File: src/design/ccfd_pkg.sv
`timescale 1ns / 1ps

package ccfd_pkg;

	localparam int FRAME_CAP_DEF = 256;
	localparam logic [7:0] MAX_PAYLOAD_RST = 8'd254;
	localparam logic [15:0] CRC_INIT = 16'hFFFF;
	localparam logic [15:0] CRC_POLY = 16'h1021;
	localparam logic [7:0] CODE_FULL_BLOCK = 8'hFF;
	localparam logic [7:0] DELIMITER = 8'h00;

	localparam logic [2:0] ST_OK        = 3'd0;
	localparam logic [2:0] ST_TRUNCATED = 3'd1;
	localparam logic [2:0] ST_OVER_CAP  = 3'd2;
	localparam logic [2:0] ST_TOO_SHORT = 3'd3;
	localparam logic [2:0] ST_CRC_BAD   = 3'd4;
	localparam logic [2:0] ST_TOO_LONG  = 3'd5;

	typedef struct packed {
		logic [7:0] payload_byte;
		logic       byte_valid;
		logic       frame_end;
		logic [2:0] frame_status;
		logic [7:0] payload_length;
	} res_t;

	// MSB-first CRC-16/CCITT-FALSE update by one byte
	function automatic logic [15:0] crc_byte(input logic [15:0] crc, input logic [7:0] b);
		logic [15:0] c;
		c = crc ^ {b, 8'h00};
		for (int i = 0; i < 8; i++) begin
			if (c[15]) begin
				c = {c[14:0], 1'b0} ^ CRC_POLY;
			end else begin
				c = {c[14:0], 1'b0};
			end
		end
		return c;
	endfunction

endpackage

File: src/design/cobs_crc_frame_decoder.sv
`timescale 1ns / 1ps

// A result is decoded combinationally and queued when the byte causing it is taken.
// Throughput: one wire byte per cycle while the result queue is not full.
// A two-entry result queue lets input keep flowing while the sink stalls one result.
// Reset (arst_n low, asynchronous): frame state cleared, CRC at 0xFFFF, queue empty,
// max_payload back to 254.
module cobs_crc_frame_decoder #(
	parameter int FRAME_CAP = ccfd_pkg::FRAME_CAP_DEF
) (
	input  logic       clk,
	input  logic       arst_n,
	input  logic       in_valid,
	output logic       in_ready,
	input  logic [7:0] wire_byte,
	input  logic       cfg_we,
	input  logic [7:0] cfg_wdata,
	output logic       out_valid,
	input  logic       out_ready,
	output logic [7:0] payload_byte,
	output logic       byte_valid,
	output logic       frame_end,
	output logic [2:0] frame_status,
	output logic [7:0] payload_length
);

	logic [7:0]     max_payload_q;
	logic           take;
	logic           res_valid;
	logic           full;
	ccfd_pkg::res_t res;
	ccfd_pkg::res_t out_data;

	assign in_ready = !full;
	assign take     = in_valid && in_ready;

	always_ff @(posedge clk or negedge arst_n) begin
		if (!arst_n) begin
			max_payload_q <= ccfd_pkg::MAX_PAYLOAD_RST;
		end else if (cfg_we) begin
			max_payload_q <= cfg_wdata;
		end
	end

	ccfd_decode #(
		.FRAME_CAP (FRAME_CAP)
	) u_decode (
		.clk         (clk),
		.arst_n      (arst_n),
		.take        (take),
		.wire_byte   (wire_byte),
		.max_payload (max_payload_q),
		.res_valid   (res_valid),
		.res         (res)
	);

	ccfd_out_buf u_out_buf (
		.clk       (clk),
		.arst_n    (arst_n),
		.push      (take && res_valid),
		.push_data (res),
		.full      (full),
		.out_valid (out_valid),
		.out_ready (out_ready),
		.out_data  (out_data)
	);

	assign payload_byte   = out_data.payload_byte;
	assign byte_valid     = out_data.byte_valid;
	assign frame_end      = out_data.frame_end;
	assign frame_status   = out_data.frame_status;
	assign payload_length = out_data.payload_length;

endmodule

File: src/design/ccfd_decode.sv
`timescale 1ns / 1ps

module ccfd_decode #(
	parameter int FRAME_CAP = ccfd_pkg::FRAME_CAP_DEF
) (
	input  logic                 clk,
	input  logic                 arst_n,
	input  logic                 take,
	input  logic [7:0]           wire_byte,
	input  logic [7:0]           max_payload,
	output logic                 res_valid,
	output ccfd_pkg::res_t       res
);

	localparam int CW = $clog2(FRAME_CAP + 1);
	localparam int PW = (CW > 8) ? CW : 8;

	logic [7:0]    block_remaining_q, block_remaining_d;
	logic          zero_pending_q, zero_pending_d;
	logic [7:0]    tail0_q, tail0_d, tail1_q, tail1_d;
	logic [1:0]    tail_fill_q, tail_fill_d;
	logic [15:0]   crc_q, crc_d;
	logic [CW-1:0] count_q, count_d;
	logic [2:0]    err_q, err_d;

	logic          push;
	logic [7:0]    push_byte;
	logic [PW-1:0] plen_w;

	always_comb begin
		block_remaining_d = block_remaining_q;
		zero_pending_d    = zero_pending_q;
		tail0_d           = tail0_q;
		tail1_d           = tail1_q;
		tail_fill_d       = tail_fill_q;
		crc_d             = crc_q;
		count_d           = count_q;
		err_d             = err_q;
		push              = 1'b0;
		push_byte         = wire_byte;
		res_valid         = 1'b0;
		res               = '0;
		plen_w            = PW'(count_q) - PW'(2);

		if (wire_byte == ccfd_pkg::DELIMITER) begin
			res_valid     = 1'b1;
			res.frame_end = 1'b1;
			if (block_remaining_q != 8'd0) begin
				res.frame_status = ccfd_pkg::ST_TRUNCATED;
			end else if (err_q != ccfd_pkg::ST_OK) begin
				res.frame_status = err_q;
			end else if (count_q < CW'(2)) begin
				res.frame_status = ccfd_pkg::ST_TOO_SHORT;
			end else begin
				res.payload_length = (plen_w > PW'(255)) ? 8'hFF : plen_w[7:0];
				if ({tail0_q, tail1_q} != crc_q) begin
					res.frame_status = ccfd_pkg::ST_CRC_BAD;
				end else if (plen_w > PW'(max_payload)) begin
					res.frame_status = ccfd_pkg::ST_TOO_LONG;
				end else begin
					res.frame_status = ccfd_pkg::ST_OK;
				end
			end
			block_remaining_d = 8'd0;
			zero_pending_d    = 1'b0;
			tail0_d           = 8'd0;
			tail1_d           = 8'd0;
			tail_fill_d       = 2'd0;
			crc_d             = ccfd_pkg::CRC_INIT;
			count_d           = '0;
			err_d             = ccfd_pkg::ST_OK;
		end else begin
			if (block_remaining_q == 8'd0) begin
				// code byte: flush the zero implied by the previous short block
				push              = zero_pending_q;
				push_byte         = 8'd0;
				block_remaining_d = wire_byte - 8'd1;
				zero_pending_d    = (wire_byte != ccfd_pkg::CODE_FULL_BLOCK);
			end else begin
				push              = 1'b1;
				block_remaining_d = block_remaining_q - 8'd1;
			end

			if (push && err_q == ccfd_pkg::ST_OK) begin
				if (count_q >= CW'(FRAME_CAP)) begin
					err_d = ccfd_pkg::ST_OVER_CAP;
				end else begin
					count_d = count_q + CW'(1);
					if (tail_fill_q == 2'd0) begin
						tail0_d     = push_byte;
						tail_fill_d = 2'd1;
					end else if (tail_fill_q == 2'd1) begin
						tail1_d     = push_byte;
						tail_fill_d = 2'd2;
					end else begin
						// oldest byte leaves the CRC-trailer window
						res_valid        = 1'b1;
						res.payload_byte = tail0_q;
						res.byte_valid   = 1'b1;
						crc_d            = ccfd_pkg::crc_byte(crc_q, tail0_q);
						tail0_d          = tail1_q;
						tail1_d          = push_byte;
					end
				end
			end
		end
	end

	always_ff @(posedge clk or negedge arst_n) begin
		if (!arst_n) begin
			block_remaining_q <= 8'd0;
			zero_pending_q    <= 1'b0;
			tail0_q           <= 8'd0;
			tail1_q           <= 8'd0;
			tail_fill_q       <= 2'd0;
			crc_q             <= ccfd_pkg::CRC_INIT;
			count_q           <= '0;
			err_q             <= ccfd_pkg::ST_OK;
		end else if (take) begin
			block_remaining_q <= block_remaining_d;
			zero_pending_q    <= zero_pending_d;
			tail0_q           <= tail0_d;
			tail1_q           <= tail1_d;
			tail_fill_q       <= tail_fill_d;
			crc_q             <= crc_d;
			count_q           <= count_d;
			err_q             <= err_d;
		end
	end

endmodule

File: src/design/ccfd_out_buf.sv
`timescale 1ns / 1ps

module ccfd_out_buf (
	input  logic           clk,
	input  logic           arst_n,
	input  logic           push,
	input  ccfd_pkg::res_t push_data,
	output logic           full,
	output logic           out_valid,
	input  logic           out_ready,
	output ccfd_pkg::res_t out_data
);

	ccfd_pkg::res_t entry_q [2];
	logic       wr_ptr_q, rd_ptr_q;
	logic [1:0] count_q;
	logic       pop;

	assign full      = (count_q == 2'd2);
	assign out_valid = (count_q != 2'd0);
	assign out_data  = entry_q[rd_ptr_q];
	assign pop       = out_valid && out_ready;

	always_ff @(posedge clk) begin
		if (push) begin
			entry_q[wr_ptr_q] <= push_data;
		end
	end

	always_ff @(posedge clk or negedge arst_n) begin
		if (!arst_n) begin
			wr_ptr_q <= 1'b0;
			rd_ptr_q <= 1'b0;
			count_q  <= 2'd0;
		end else begin
			if (push) begin
				wr_ptr_q <= ~wr_ptr_q;
			end
			if (pop) begin
				rd_ptr_q <= ~rd_ptr_q;
			end
			count_q <= count_q + {1'b0, push} - {1'b0, pop};
		end
	end

endmodule

File: config.mk
export PLATFORM = sky130hd
export DESIGN_NAME = cobs_crc_frame_decoder
export DESIGN_NICKNAME = d
export VERILOG_FILES = /design/src/design/ccfd_pkg.sv /design/src/design/cobs_crc_frame_decoder.sv /design/src/design/ccfd_decode.sv /design/src/design/ccfd_out_buf.sv
export SDC_FILE = /design/constraint.sdc
export NUM_CORES = 1
export LEC_CHECK = 0
export BUFFER_PORTS_ARGS = -buffer_cell sky130_fd_sc_hd__buf_4
export CAP_MARGIN = 30
export CORE_MARGIN = 2
export CORE_UTILIZATION = 50
export DETAILED_ROUTE_END_ITERATION = 16
export PLACE_DENSITY = 0.71
export RECOVER_POWER = 100
export SKIP_LAST_GASP = 1
export SLEW_MARGIN = 30
export SYNTH_ARGS = -nofsm -noshare
export SYNTH_HDL_FRONTEND = slang
export SYNTH_SLANG_ARGS = --single-unit
File: constraint.sdc
create_clock -name clk -period 3 [get_ports clk]
set_clock_uncertainty 0.1 [all_clocks]
set_input_delay 0.6 -clock clk [delete_from_list [all_inputs] [get_ports clk]]
set_output_delay 0.6 -clock clk [all_outputs]
set_load 0.02 [all_outputs]
==> results of run 1 <==
==> cell type report <==
type,count,area [sq um],share of cell area (%)
flip-flops and latches,107,2920,47.4
well taps,140,175,2.84
inverters,22,82.6,1.34
repair buffers,68,397,6.44
multi-input cells,347,2430,39.5
clock buffers,14,143,2.32
clock inverters,2,13.8,0.223
==> what timing repair did <==
item | 4_1_cts | 5_1_grt
endpoints found under the hold margin | 0 | 0
resized for setup | 0 | 2
buffers inserted | 0 | 3
setup endpoints to repair | 0 | 2
==> stage by stage <==
stage	cells	setup WS [ns]	power, W
2_1_floorplan	494	0.143	0.00496
3_3_place_gp	681	0.209	0.00587
3_5_place_dp	681	0.0548	0.00600
4_1_cts	697	0.0445	0.00677
5_1_grt	700	0.0000151	0.00711
6_report	700	0.116	0.00660
==> synth_stat cells (4+ instances only) <==
cell / instances
o21ai_0: 36
and2_1: 12
a22oi_1: 6
a31oi_1: 12
dfrtp_1: 42
inv_1: 22
nand2_1: 36
a22o_1: 13
dfstp_2: 23
mux2i_1: 4
a21oi_1: 16
nand3_1: 6
buf_2: 4
edfxtp_1: 42
xnor2_1: 28
nor2_1: 35
a41oi_1: 4
mux2_2: 22
clkbuf_1: 10
nor3_1: 7
xor2_1: 16
o311ai_0: 4
nand4_1: 11
o22a_1: 10
or4_1: 7
or2_2: 8
ha_1: 17
==> path summary, 6_finish.rpt <==
check	start	endpoint	slack, ns
min	cfg_wdata[2]	max_payload_q[2]$_DFFE_PN1P_	0.35
min in group asynchronous	arst_n	u_decode.block_remaining_q[7]$_DFFE_PN0P_	0.54
min reg2reg	u_out_buf.count_q[1]$_DFF_PN0_	u_out_buf.count_q[1]$_DFF_PN0_	0.41
max reg2reg	u_decode.count_q[3]$_DFFE_PN0P_	u_out_buf.entry_q[0][8]$_DFFE_PP_	0.12
max in group asynchronous	arst_n	u_decode.count_q[1]$_DFFE_PN0P_	1.19
max	u_decode.count_q[3]$_DFFE_PN0P_	u_out_buf.entry_q[0][8]$_DFFE_PP_	0.12
==> power by group <==
| part | switching [W] | internal (W) | leakage [nW] |
|---|---|---|---|
| clock | 0.000455 | 0.000306 | 0.0791 |
| combinational | 0.00182 | 0.00142 | 1.22 |
| sequential | 0.000434 | 0.00216 | 1.16 |
| total | 0.00271 | 0.00389 | 2.46 |
==> cell families after synthesis <==
kind of cell	Yosys count	share of synthesized area, %
AO/OA/AOI/OAI	124	15.5
flip-flops	107	52.9
buffers and inverters	40	2.88
AND/OR/NAND/NOR	136	12.7
XOR/XNOR	44	6.99
adder cells (fa/ha/maj)	17	3.86
multiplexers	26	5.22
==> sequential cells by signal, indices dropped and copies added, names as in the netlist <==
register                    cells
u_decode.zero_pending_q         1
u_decode.crc_q                 16
u_out_buf.wr_ptr_q              1
u_decode.block_remaining_q      8
u_decode.err_q                  1
u_out_buf.entry_q              42
u_out_buf.count_q               2
u_decode.tail1_q                8
u_decode.tail0_q                8
u_decode.count_q                9
max_payload_q                   8
u_decode.tail_fill_q            2
u_out_buf.rd_ptr_q              1
==> worst reg2reg max path, cell delays in order, from the launching register on <==
cell	delay, ns
dfrtp_1	0.48
or4_1	0.56
nor2_1	0.15
xor2_1	0.23
ha_1	0.30
a22oi_1	0.19
o211ai_1	0.12
o21bai_1	0.19
nand2_1	0.09
a31o_2	0.25
==> routing by layer <==
metal  GRT usage (%)  routed length (um)  vias up
met2            34.4                5780      118
met3            2.75                 608       15
met4            7.23                 166        0
met5               0                   0        -
met1            30.8                5640     2022
li1                -                   -     1945
==> cells in the final DEF, fill, tap and decap left out, types with 6 or more instances in the layout <==
cell type  instances
buf_4             34
and2_0             9
nand4_1           11
a22o_1            13
clkbuf_8           9
nand3_1            6
xor2_1            16
nand2_1           36
edfxtp_1          42
nor2_1            35
or2_2              8
clkbuf_1          33
inv_1             22
a22oi_1            6
dfrtp_1           41
a21oi_1           16
ha_1              17
a31oi_1           12
dfstp_2           23
o21ai_0           36
xnor2_1           28
o22a_1            10
or4_1              7
nor3_1             7
mux2_2            21
==> flow_summary.json, run 1 <==
{
  "status": "complete, but fails checks",
  "violations": "capacitance limit, slew limit",
  "cts_inserted_buffers": 9,
  "startpoint_type": "flop",
  "cts-root-buf": "clkbuf_8",
  "synthFlopType": "edfxtp_1",
  "wl_per_cell_um": 17.4,
  "core_area_sq_um": 10800,
  "synth_edf_count": 42,
  "grt_pass1_vias": 3966,
  "placed_area_sq_um": 6120,
  "maxCapViolations": 1,
  "routed_via_density": 5.86,
  "fillers": 933,
  "layout_min_cycle_time_ns": 2.88,
  "dieHeight_um": 109,
  "clockBufferDepth": 2,
  "crit_type": "reg -> reg",
  "ys_seq_area_share_pct": 52.9,
  "rows": 38,
  "detail-route-antenna-nets": 0,
  "die-area_sq_um": 11900,
  "drive_gt1_share_pct": 19.5,
  "cp_top_family": "simple AND/OR/NAND/NOR gates",
  "endpoint_kind": "flop",
  "p_leak_nw": 2.46,
  "cts_max_level": 3,
  "cts_tree": "built",
  "grt_use_total_pct": 21.7,
  "final_util_pct": 57.1,
  "crit_slowest_cell": "or4_1",
  "vias": 4100,
  "route.detailed.drc": 0,
  "clock_latency_ns": 0.37,
  "arrival_ns": 2.92,
  "hold_ws_ns": 0.349,
  "grt_pass1_wl_mm": 19.7,
  "critPathBufInv": 0,
  "synth_top_area_share_pct": 22.9,
  "drv_slew": 66,
  "start_util_pct": 51.1,
  "syn_avg_cell_area_sq_um": 11.2,
  "peakVddDrop_mv": 0.405,
  "slew-limit-headroom_pct": -9.14,
  "clk_pin_slew_ns": 0.09,
  "yosysTopAreaCell": "edfxtp_1",
  "fin_area_sq_um": 6160,
  "syn_inst": 494,
  "worst_pin_slew_ns": 1.64,
  "final.period_utilization_pct": 96.1,
  "crit_path_cell_trace": "or4_1 > nor2_1 > xor2_1 > ha_1 > a22oi_1 > o211ai_1 > o21bai_1 > nand2_1 > a31o_2",
  "fp.dieW_um": 109,
  "r2r_cells": 9,
  "grt_overflow_total": 0,
  "drt_iter0_drc": 298,
  "tns_ns": 0,
  "first_pass_iters": 5,
  "port_buffers": 43,
  "synthesis.area_sq_um": 5520,
  "numClockSinks": 107,
  "critPathRequiredTime_ns": 3.03,
  "ys_ff_latch": 107,
  "drt-total-wl_mm": 12.2,
  "antenna_found_initial": 0,
  "cp_max_fo": 8,
  "holdBufCountCts": 0,
  "synthTopCellsByArea": "edfxtp_1 (23%), dfrtp_1 (19%), dfstp_2 (11%)",
  "place_congestion": 0.849,
  "finalHoldViolCount": 0,
  "yosys_warnings": 0,
  "ys_types": 56,
  "max_freq_mhz": 347,
  "grt_max_degree": 66,
  "area_growth_pct": 11.7,
  "cp_slowest_stage_delay_ns": 0.56,
  "syn_nets": 532,
  "boundaryPins": 44,
  "dp_hpwl_mm": 8.95,
  "async_flop_share_pct": 60.7,
  "hold_class": "in -> reg",
  "cp.depth": 9,
  "grt_setup_unrepaired": "false",
  "num_antenna_cells": 0,
  "setup_violations": 0,
  "fin_nets": 593,
  "hold_depth": 3,
  "p_per_area_nw_per_um2": 1070
}
(Power assumes the default switching activity.)
==> inputs of run 2 (changes only) <==
GPL_TIMING_DRIVEN = 0   (was default)
==> run 2 against run 1 <==
The run still ends with capacitance limit, slew limit left; routed wire length is 4.7% higher; die area stayed put; final area is 1.2% higher; combinational power is 2% higher; worst hold slack worse by 0.023 ns; largest power group unchanged.
==> flow_summary.json, run 2 (synthesized netlist as in run 1, its figures left out) <==
{
  "p_sw_w": 0.00288,
  "violations": "capacitance limit, slew limit",
  "dp_hpwl_mm": 8.88,
  "internal_power_w": 0.00392,
  "arrival_ns": 2.94,
  "place_congestion": 0.880,
  "swShare_pct": 42.3,
  "cts-root-buf": "clkbuf_8",
  "met3WireLength_um": 629,
  "pwr-share-seq_pct": 38.7,
  "die-area_sq_um": 11900,
  "p_leak_nw": 2.42,
  "largest_reg_flops": 42,
  "tns_ns": 0,
  "startpoint_type": "flop",
  "crit_path_cell_trace": "or4_1 > nor2_2 > xor2_2 > ha_1 > a22oi_1 > o211ai_1 > o21bai_2 > nand2_1 > a31o_2",
  "clockBufferDepth": 2,
  "fin_nets": 589,
  "top_layer": "met4",
  "final_common_cell": "edfxtp_1",
  "final_cell_mix": "edfxtp_1 (42), dfrtp_1 (39), o21ai_0 (36)",
  "layout_min_cycle_time_ns": 2.90,
  "worst_pin_slew_ns": 1.63,
  "slew-limit-headroom_pct": -8.34,
  "top_register": "u_out_buf.entry_q",
  "status": "complete, but fails checks",
  "final.period_utilization_pct": 96.6,
  "p_per_area_nw_per_um2": 1090,
  "start_util_pct": 51.1,
  "grt_max_degree": 66,
  "cp_slowest_stage_delay_ns": 0.61,
  "hold_ws_ns": 0.327,
  "cts_inserted_buffers": 9,
  "numClockSinks": 107,
  "hold_class": "in -> reg",
  "max_freq_mhz": 345,
  "detail-route-antenna-nets": 0,
  "critPathRequiredTime_ns": 3.04,
  "area_growth_pct": 13.0,
  "drv_slew": 66,
  "grt_pass1_vias": 4081,
  "wl_per_cell_um": 18.3,
  "dr_wl_met2_mm": 6.20,
  "power_frac_comb_pct": 48.4,
  "peakVddDrop_mv": 0.443,
  "num_antenna_cells": 0,
  "met1_length_mm": 5.73,
  "port_buffers": 43,
  "crit_slowest_cell": "or4_1",
  "grt_overflow_total": 0,
  "clockPowerShare_pct": 12.9,
  "r2r_start": "u_decode.count_q[1]$_DFFE_PN0P_",
  "boundaryPins": 44,
  "hold_depth": 3,
  "holdPathEnd": "max_payload_q[7]$_DFFE_PN1P_",
  "cp_max_fo": 7,
  "reg2reg_to": "u_out_buf.entry_q[1][8]$_DFFE_PP_",
  "fp.dieW_um": 109,
  "endpoint_kind": "flop",
  "setup.reg_to_reg.worst_slack_ns": 0.10,
  "drt_iter0_drc": 440,
  "min-delay-start": "cfg_wdata[7]",
  "r2r_cells": 9,
  "maxCapViolations": 1,
  "core_area_sq_um": 10800,
  "clk_pin_slew_ns": 0.11,
  "first_pass_iters": 5,
  "cts_max_level": 3,
  "routed_via_density": 5.98,
  "antenna_found_initial": 0,
  "finalHoldViolCount": 0,
  "dieHeight_um": 109,
  "rows": 38,
  "grt_pass1_wl_mm": 20.8,
  "grt_use_total_pct": 22.9,
  "clock_latency_ns": 0.38,
  "setup_violations": 0,
  "route.detailed.drc": 0,
  "crit_type": "reg -> reg",
  "drt-total-wl_mm": 12.8,
  "reg.largest.list": "u_out_buf.entry_q (42), u_decode.crc_q (16), u_decode.count_q (9)",
  "cts_tree": "built",
  "drive_gt1_share_pct": 21.2,
  "vias": 4161
}
run 2: stage by stage:
step | cells | setup WS [ns] | util (%) | cell area, sq um | total power [W]
floorplan | 494 | 0.143 | - | 5520 | 0.00496
global placement | 677 | -0.588 | 55.8 | 6020 | 0.00577
detailed placement | 677 | -0.338 | 55.8 | 6030 | 0.00591
CTS | 694 | 0.000721 | 57.9 | 6250 | 0.00683
global route | 696 | -0.0129 | 57.7 | 6230 | 0.00729
finish | 696 | 0.101 | 57.7 | 6230 | 0.00679
run 2: per-layer routing:
| layer | GRT usage, % | vias to the layer above |
|---|---|---|
| li1 | - | 1944 |
| met1 | 31.2 | 2067 |
| met2 | 37.7 | 130 |
| met3 | 2.63 | 20 |
| met4 | 8.42 | 0 |
| met5 | 0 | - |
run 2: worst max path at each step:
stage | startpoint | endpoint | slack (ns) | cells after the start
2_1_floorplan | u_decode.count_q[1]$_DFFE_PN0P_ | u_out_buf.entry_q[0][8]$_DFFE_PP_ | 0.14 | 11
3_3_place_gp | wire_byte[3] | u_out_buf.entry_q[0][5]$_DFFE_PP_ | -0.59 | 7
3_5_place_dp | u_decode.count_q[1]$_DFFE_PN0P_ | u_out_buf.entry_q[0][8]$_DFFE_PP_ | -0.34 | 11
4_1_cts | u_decode.count_q[4]$_DFFE_PN0P_ | u_out_buf.entry_q[0][8]$_DFFE_PP_ | 0.0007 | 10
5_1_grt | u_decode.count_q[1]$_DFFE_PN0P_ | u_out_buf.entry_q[0][8]$_DFFE_PP_ | -0.01 | 9
6_report | u_decode.count_q[1]$_DFFE_PN0P_ | u_out_buf.entry_q[1][8]$_DFFE_PP_ | 0.10 | 9
run 2: layout make-up:
type	instances	area, sq um
tap	140	175
inverter	22	85.1
multi-input combinational	347	2500
timing repair buffer	48	290
sequential	107	2920
clock inverter	7	71.3
clock buffer	9	124
fill	934	4560
buffer	16	68.8
run 2: power groups by stage:
stage	sequential, W	clock, W	combinational, W
2_1_floorplan	0.00248	0	0.00249
3_3_place_gp	0.00259	0	0.00318
3_5_place_dp	0.00262	0	0.00328
4_1_cts	0.00261	0.000887	0.00333
5_1_grt	0.00269	0.000940	0.00366
6_report	0.00263	0.000876	0.00329
run 2: critical path, delay by kind of cell (launching register included):
kind                     cells  cell delay [ns]
AND/OR/NAND/NOR              3             0.84
flip-flops                   1             0.48
adder cells (fa/ha/maj)      1             0.29
XOR/XNOR                     1             0.20
AO/OA/AOI/OAI                4             0.75
run 2: what timing repair did:
action | CTS | global route
pin swaps | 1 | 2
gates resized for setup | 4 | 17
hold buffers | 0 | 0
setup buffers | 2 | 3
setup endpoints to repair | 47 | 27
gates cloned | 0 | 0
